<file path="config.mk">
export PLATFORM = sky130hd
export DESIGN_NAME = max_heap_sort_engine
export DESIGN_NICKNAME = d
export VERILOG_FILES = /design/src/rtl/mhs_pkg.sv /design/src/rtl/mhs_cell.sv /design/src/rtl/max_heap_sort_engine.sv
export SDC_FILE = /design/constraint.sdc
export NUM_CORES = 2
export LEC_CHECK = 0
export BUFFER_PORTS_ARGS = -buffer_cell sky130_fd_sc_hd__buf_2
export CAP_MARGIN = 20
export CORE_UTILIZATION = 57
export CTS_BUF_LIST = sky130_fd_sc_hd__clkbuf_4 sky130_fd_sc_hd__clkbuf_8 sky130_fd_sc_hd__clkbuf_16
export CTS_CLUSTER_DIAMETER = 60
export CTS_CLUSTER_SIZE = 25
export DETAILED_ROUTE_END_ITERATION = 10
export HOLD_SLACK_MARGIN = 0.05
export PLACE_DENSITY_LB_ADDON = 0.1
export SLEW_MARGIN = 20
export SYNTH_ARGS = -nofsm -noshare
export SYNTH_HDL_FRONTEND = slang
export SYNTH_HIERARCHICAL = 1
export SYNTH_SLANG_ARGS = --single-unit
export TNS_END_PERCENT = 1
</file>
<file path="constraint.sdc">
create_clock -name clk -period 11.1 [get_ports clk]
set_input_delay 0.555 -clock clk [delete_from_list [all_inputs] [get_ports clk]]
set_output_delay 0.555 -clock clk [all_outputs]
set_load 0.01 [all_outputs]
</file>
<file path="src/rtl/mhs_pkg.sv">
// ----------------------------------------------------------------------------
// mhs_pkg: shared types and constants of the max-heap sort engine
// Item payloads, the command broadcast to the cell row, the link between
// neighbouring cells and the controller states.
// ----------------------------------------------------------------------------
package mhs_pkg;

    localparam int MHS_CAPACITY = 32;
    localparam int MHS_DATA_W   = 32;

    // One loaded item.
    typedef struct packed {
        logic signed [MHS_DATA_W-1:0] value;
        logic                         last;
    } load_t;

    // One emitted item.
    typedef struct packed {
        logic signed [MHS_DATA_W-1:0] value_res;
        logic                         last_res;
        logic                         truncated;
    } emit_t;

    // Command seen by every cell in the same cycle.
    typedef struct packed {
        logic                         push;
        logic                         pop;
        logic signed [MHS_DATA_W-1:0] value;
    } cell_cmd_t;

    // What one cell shows to its neighbours.
    typedef struct packed {
        logic                         vld;
        logic signed [MHS_DATA_W-1:0] value;
        logic                         take;
    } cell_link_t;

    typedef enum logic [1:0] {
        ST_LOAD  = 2'b01,
        ST_DRAIN = 2'b10
    } mhs_state_t;

endpackage

</file>
<file path="src/rtl/mhs_cell.sv">
// ----------------------------------------------------------------------------
// mhs_cell: one cell of the sorted row
// Holds one value and its valid flag. The row is kept in descending order,
// with empty cells at the far end.
// ----------------------------------------------------------------------------
module mhs_cell (
    input  logic               clk,
    input  logic               rst_n,
    input  mhs_pkg::cell_cmd_t cmd,
    input  mhs_pkg::cell_link_t left,
    input  mhs_pkg::cell_link_t right,
    output mhs_pkg::cell_link_t link
);
    import mhs_pkg::*;

    logic                         vld_reg;
    logic                         vld_next;
    logic signed [MHS_DATA_W-1:0] val_reg;
    logic signed [MHS_DATA_W-1:0] val_next;
    logic                         take;

    // The new value belongs here or further up when this cell is empty or
    // holds a smaller value. Equal values stay ahead of the newcomer.
    assign take = cmd.push && (!vld_reg || (cmd.value > val_reg));

    always_comb
    begin
        vld_next = vld_reg;
        val_next = val_reg;
        if (cmd.pop)
        begin
            vld_next = right.vld;
            val_next = right.value;
        end
        else if (take)
        begin
            if (left.take)
            begin
                vld_next = left.vld;
                val_next = left.value;
            end
            else
            begin
                vld_next = 1'b1;
                val_next = cmd.value;
            end
        end
    end

    always_ff @(posedge clk or negedge rst_n)
    begin
        if (!rst_n)
        begin
            vld_reg <= 1'b0;
        end
        else
        begin
            vld_reg <= vld_next;
        end
    end

    always_ff @(posedge clk)
    begin
        val_reg <= val_next;
    end

    assign link.vld   = vld_reg;
    assign link.value = val_reg;
    assign link.take  = take;

endmodule

</file>
<file path="src/rtl/max_heap_sort_engine.sv">
// ----------------------------------------------------------------------------
// max_heap_sort_engine: batch sorter emitting values in descending order
// Loads signed values one per cycle and, after the item marked last, emits
// them largest first with the smallest one marked.
// ----------------------------------------------------------------------------
// Values enter on the load channel at one item per cycle. Each accepted
// value is placed straight into a row of CAPACITY cells that is always kept
// in descending order: every cell compares the incoming value with its own
// in the same cycle and the cells below the insertion point move down by
// one place. When the item marked last has been accepted, the load channel
// stalls and the row empties from its head at one item per cycle while
// emit_stall is low, the first result being offered in the cycle after that
// last item. Both phases rest on the single compare-and-shift step of the
// cell row. Values arriving while all CAPACITY cells are full are dropped,
// and every result of that batch then carries the truncated flag. After
// the final result has been taken the block returns to loading with an
// empty row and a clear flag, and can accept the next item in the
// following cycle.
// ----------------------------------------------------------------------------
module max_heap_sort_engine #(
    parameter int CAPACITY = mhs_pkg::MHS_CAPACITY
) (
    input  logic           clk,
    input  logic           rst_n,
    input  logic           load_valid,
    output logic           load_stall,
    input  mhs_pkg::load_t load_item,
    output logic           emit_valid,
    input  logic           emit_stall,
    output mhs_pkg::emit_t emit_item
);
    import mhs_pkg::*;

    mhs_state_t state_reg;
    mhs_state_t state_next;
    logic       overflow_reg;
    logic       overflow_next;

    cell_cmd_t  cmd;
    cell_link_t links [CAPACITY];

    logic load_fire;
    logic emit_fire;
    logic row_full;
    logic final_item;

    // The row is full exactly when its far cell holds a value.
    assign row_full   = links[CAPACITY-1].vld;

    assign load_stall = (state_reg != ST_LOAD);
    assign load_fire  = load_valid && !load_stall;

    // The head cell is a register, so results leave straight from it.
    assign emit_valid = (state_reg == ST_DRAIN) && links[0].vld;
    assign emit_fire  = emit_valid && !emit_stall;
    assign final_item = !links[1].vld;

    assign emit_item.value_res = links[0].value;
    assign emit_item.last_res  = final_item;
    assign emit_item.truncated = overflow_reg;

    assign cmd.push  = load_fire && !row_full;
    assign cmd.pop   = emit_fire;
    assign cmd.value = load_item.value;

    // Build the row; the ends see an empty neighbour that never takes.
    for (genvar g = 0; g < CAPACITY; g++)
    begin : g_cell
        cell_link_t left_link;
        cell_link_t right_link;

        if (g == 0)
        begin : g_head
            assign left_link = '0;
        end
        else
        begin : g_inner_left
            assign left_link = links[g-1];
        end

        if (g == CAPACITY - 1)
        begin : g_tail
            assign right_link = '0;
        end
        else
        begin : g_inner_right
            assign right_link = links[g+1];
        end

        mhs_cell u_cell (
            .clk   (clk),
            .rst_n (rst_n),
            .cmd   (cmd),
            .left  (left_link),
            .right (right_link),
            .link  (links[g])
        );
    end

    // Loading continues until the item marked last; draining ends when the
    // final result has been taken.
    always_comb
    begin
        state_next    = state_reg;
        overflow_next = overflow_reg;
        case (state_reg)
            ST_LOAD:
            begin
                if (load_fire)
                begin
                    if (row_full)
                    begin
                        overflow_next = 1'b1;
                    end
                    if (load_item.last)
                    begin
                        state_next = ST_DRAIN;
                    end
                end
            end
            ST_DRAIN:
            begin
                if (emit_fire && final_item)
                begin
                    state_next    = ST_LOAD;
                    overflow_next = 1'b0;
                end
            end
            default:
            begin
                state_next    = ST_LOAD;
                overflow_next = 1'b0;
            end
        endcase
    end

    always_ff @(posedge clk or negedge rst_n)
    begin
        if (!rst_n)
        begin
            state_reg    <= ST_LOAD;
            overflow_reg <= 1'b0;
        end
        else
        begin
            state_reg    <= state_next;
            overflow_reg <= overflow_next;
        end
    end

endmodule

</file>
-- Word level (Yosys, flattened, before mapping)
Cells that the tools add are included.
- magnitude comparators: 32
- equal/unequal tests: 7
- muxes and demuxes: 196
- reductions and logical operators: 137
- operators with widths (kind ; count):
    32-bit 2-to-1 mux ; 93
    32-bit > comparator ; 32
    1-bit 2-to-1 mux ; 98
    2-bit nonzero test ; 32
    1-bit logical AND ; 37
    1-bit zero test ; 34
    1-bit logical OR ; 32
    2-bit 2-to-1 mux ; 3
    2-bit by 1-bit != test with 1-bit output (second input constant) ; 3
    3-bit AND reduction ; 2
    2-bit != test (second input constant) ; 2
    2-bit one-hot mux with 2 select lines ; 1
    2-bit by 1-bit == test with 1-bit output (second input constant) ; 1
    2-bit == test (second input constant) ; 1
    1-bit one-hot mux with 2 select lines ; 1
- bits in registers: 1059
- input port bits: 37
- output and inout bits: 36
- word-level logic and storage cells: 438

-- Longest topological paths before layout
- depth in word-level cells: 8
- mapped depth: 15
- mapped depth without buffers: 13

-- Hierarchy
The synthesis kept the hierarchy.
- by module, submodules not included (module ; times used ; cells each ; area an instance (um^2) ; seq. area each (um^2)):
    mhs_cell ; 32 ; 267 ; 2544.9 ; 985.9
    max_heap_sort_engine ; 1 ; 20 ; 201.4 ; 76.3

-- Worst setup path before layout
Ideal clock, no wire load.
- path type: register to register
- start: register state_reg[0]
- end: register g_cell[0].u_cell.val_reg[0] (enable)
- arrival time: 6379 ps
- required time: 10664 ps
- slack: 4285 ps
- stages on the path, launching flop included: 5
- path buffers: 0
- cells stage by stage: dfstp_2 > nand2b_1 > nor3b_2 > nand2_1 > o221ai_1
- RTL lines (element ; RTL line ; source):
    start, declared ; max_heap_sort_engine.sv:34 ; mhs_state_t state_reg;
    start signal, assigned ; max_heap_sort_engine.sv:146 ; state_reg <= state_next;
    end signal, assigned ; mhs_cell.sv:64 ; val_reg <= val_next;
    end, declared ; mhs_cell.sv:18 ; logic signed [MHS_DATA_W-1:0] val_reg;

==> reports/qor.csv <==
metric,value,unit
status,"finished, final reports clean",
antenna_found_initial,0,
cp.arrival,5.02,ns
slew_headroom,23.77,%
syn_to_final_growth,8.662,%
gp_congestion,0.8831,
clkTransAtPathRegs,0.07,ns
ctsResizeCount,0,
nets,9592,
leakagePower,34.12,nW
tightest_slew,1.115,ns
crit_fanout,170,
rsz0062_at_grt,false,
crit_type,flip-flop to flip-flop,
dr_total_vias,64003,
cp-start-kind,flip-flop,
placed_area,0.08460,mm2
fin_tns_setup,0,ns
layout_min_cycle_time,4.639,ns
numClockSinks,1059,
post-place-ws,6.061,ns
rows,138,
yosysWarnings,6,
clockRootBuffer,clkbuf_16,
fillCellCount,11868,
hpwl,169.7,mm
finalMaxSlewViolations,0,
p_total,10.06,mW
cts_max_path_buffers,3,
crit_slowest_cell,buf_4,
core_area,0.1418,mm2
via_per_inst,6.082,
grt-ovfl-total,0,
dieArea,0.1447,mm2
critPathMostFrequentCell,buf_4,
synthesis.area,0.08163,mm2
dp_cells,10299,
clock.fmax,215.5,MHz
clk_latency,0.76,ns
crit_path_end_kind,flip-flop,
final_cells,10523,
port_buffers,72,
finalWirelength,229.3,mm
cp_top_family,buffers and inverters,
drtIter0Drc,5669,
wl_per_cell,21.79,um
crit_chain,and3b_1 -> nor2b_4 -> buf_12 -> buf_4 -> buf_4 -> inv_1 -> o221ai_2 -> buf_4,
tritoncts,done,
max-cap-violations,0,
avgSynthCellArea,9.533,um2
ir_drop,0.0001536,V
dieWidth,380.4,um
layout-drive-gt1-share,7.379,%
cts_made_buffers,119,
fp.dieH,380.4,um
ant_nets,0,
crit_required,11.48,ns
post-route-cell-area,0.08870,mm2
largest_register_ffs,1024,
antenna_cells,0,
fin_crit_sh,41.80,%
cpPeakStageDelay,0.81,ns
start_util,57.58,%
grt_pass1_vias,62652,
htreeDepth,3,
drc,0,
syn_inst,8562,
first_pass_iters,6,
grt_usage,31.00,%
grt_max_degree,225,
setup_viol,0,
fin_ws,6.461,ns
power.density,113.4,mW/mm2
cp_num_buf_inv,5,
ios,73,
fin_skew,0.03107,ns
grt_first_pass_wirelength,358.8,mm
hold_class,input port to flip-flop,
finalHoldViolCount,0,
## worst register-to-register path: cells and delay by family, from the launching register on
| family | cells | cell delay, ns |
|---|---|---|
| simple gates | 2 | 0.42 |
| buf+inv | 5 | 3.11 |
| compound gates | 1 | 0.12 |
| flops | 1 | 0.61 |
## per-stage QoR
stage	hold WS, ns	utilization, %
after floorplan	0.2594	-
after global placement	0.5372	59.64
after detailed placement	0.5479	59.68
after CTS	0.07861	62.57
after global routing	0.1306	62.57
final	0.1277	62.57
## power breakdown
part | leakage [nW] | total, mW | switching, mW | internal, mW
sequential | 9.55 | 4.60 | 0.0817 | 4.51
combinational | 22.6 | 1.29 | 0.829 | 0.465
clock | 1.97 | 4.17 | 1.83 | 2.34
## per-layer routing
| metal | global-route usage [%] | wire [um] |
|---|---|---|
| met1 | 44.91 | 106300 |
| met4 | 9.774 | 7170 |
| met2 | 48.46 | 101900 |
| met5 | 0 | 0 |
| met3 | 3.415 | 13910 |
## timing repair
item | 4_1_cts | 5_1_grt
hold endpoints to repair | 34 | 0
endpoints found under the setup margin | 0 | 0
hold buffers | 1 | 0
buffers inserted | 0 | 0
## worst paths after layout
path,startpoint,endpoint,slack [ns],depth (start not counted)
worst max-delay path,g_cell[0].u_cell/vld_reg,g_cell[16].u_cell/val_reg[24],6.46,8
max in group asynchronous,rst_n,g_cell[12].u_cell/vld_reg,9.96,3
worst min register to register,g_cell[31].u_cell/val_reg[27],g_cell[30].u_cell/val_reg[27],0.57,2
min in group asynchronous,rst_n,g_cell[0].u_cell/vld_reg,0.54,3
worst max register to register,g_cell[0].u_cell/vld_reg,g_cell[16].u_cell/val_reg[24],6.46,8
worst min-delay path,load_item[0],state_reg[0],0.13,3
## cells in the final DEF (no fill, tap or decap), types with 34 or more instances in the layout
| master | count |
|---|---|
| a21o_1 | 96 |
| a21oi_1 | 416 |
| buf_2 | 52 |
| buf_4 | 135 |
| clkbuf_16 | 120 |
| conb_1 | 67 |
| dfrtp_1 | 34 |
| edfxtp_1 | 1024 |
| ha_1 | 1024 |
| inv_1 | 1122 |
| mux2i_1 | 1024 |
| nand2_1 | 1280 |
| nand3_1 | 160 |
| nand4_1 | 160 |
| o21ai_0 | 193 |
| o21ai_1 | 960 |
## area by class of cell
type	count	area (um2)	area share, %
multi-input cells	6030	44890	50.61
flip-flops and latches	1059	31630	35.66
inverters	1122	4212	4.748
clock buffers	134	3127	3.525
well taps	1890	2365	2.666
repair buffers	199	1519	1.713
clock inverters	89	958.4	1.081
Power figures use the tool's default switching activity.
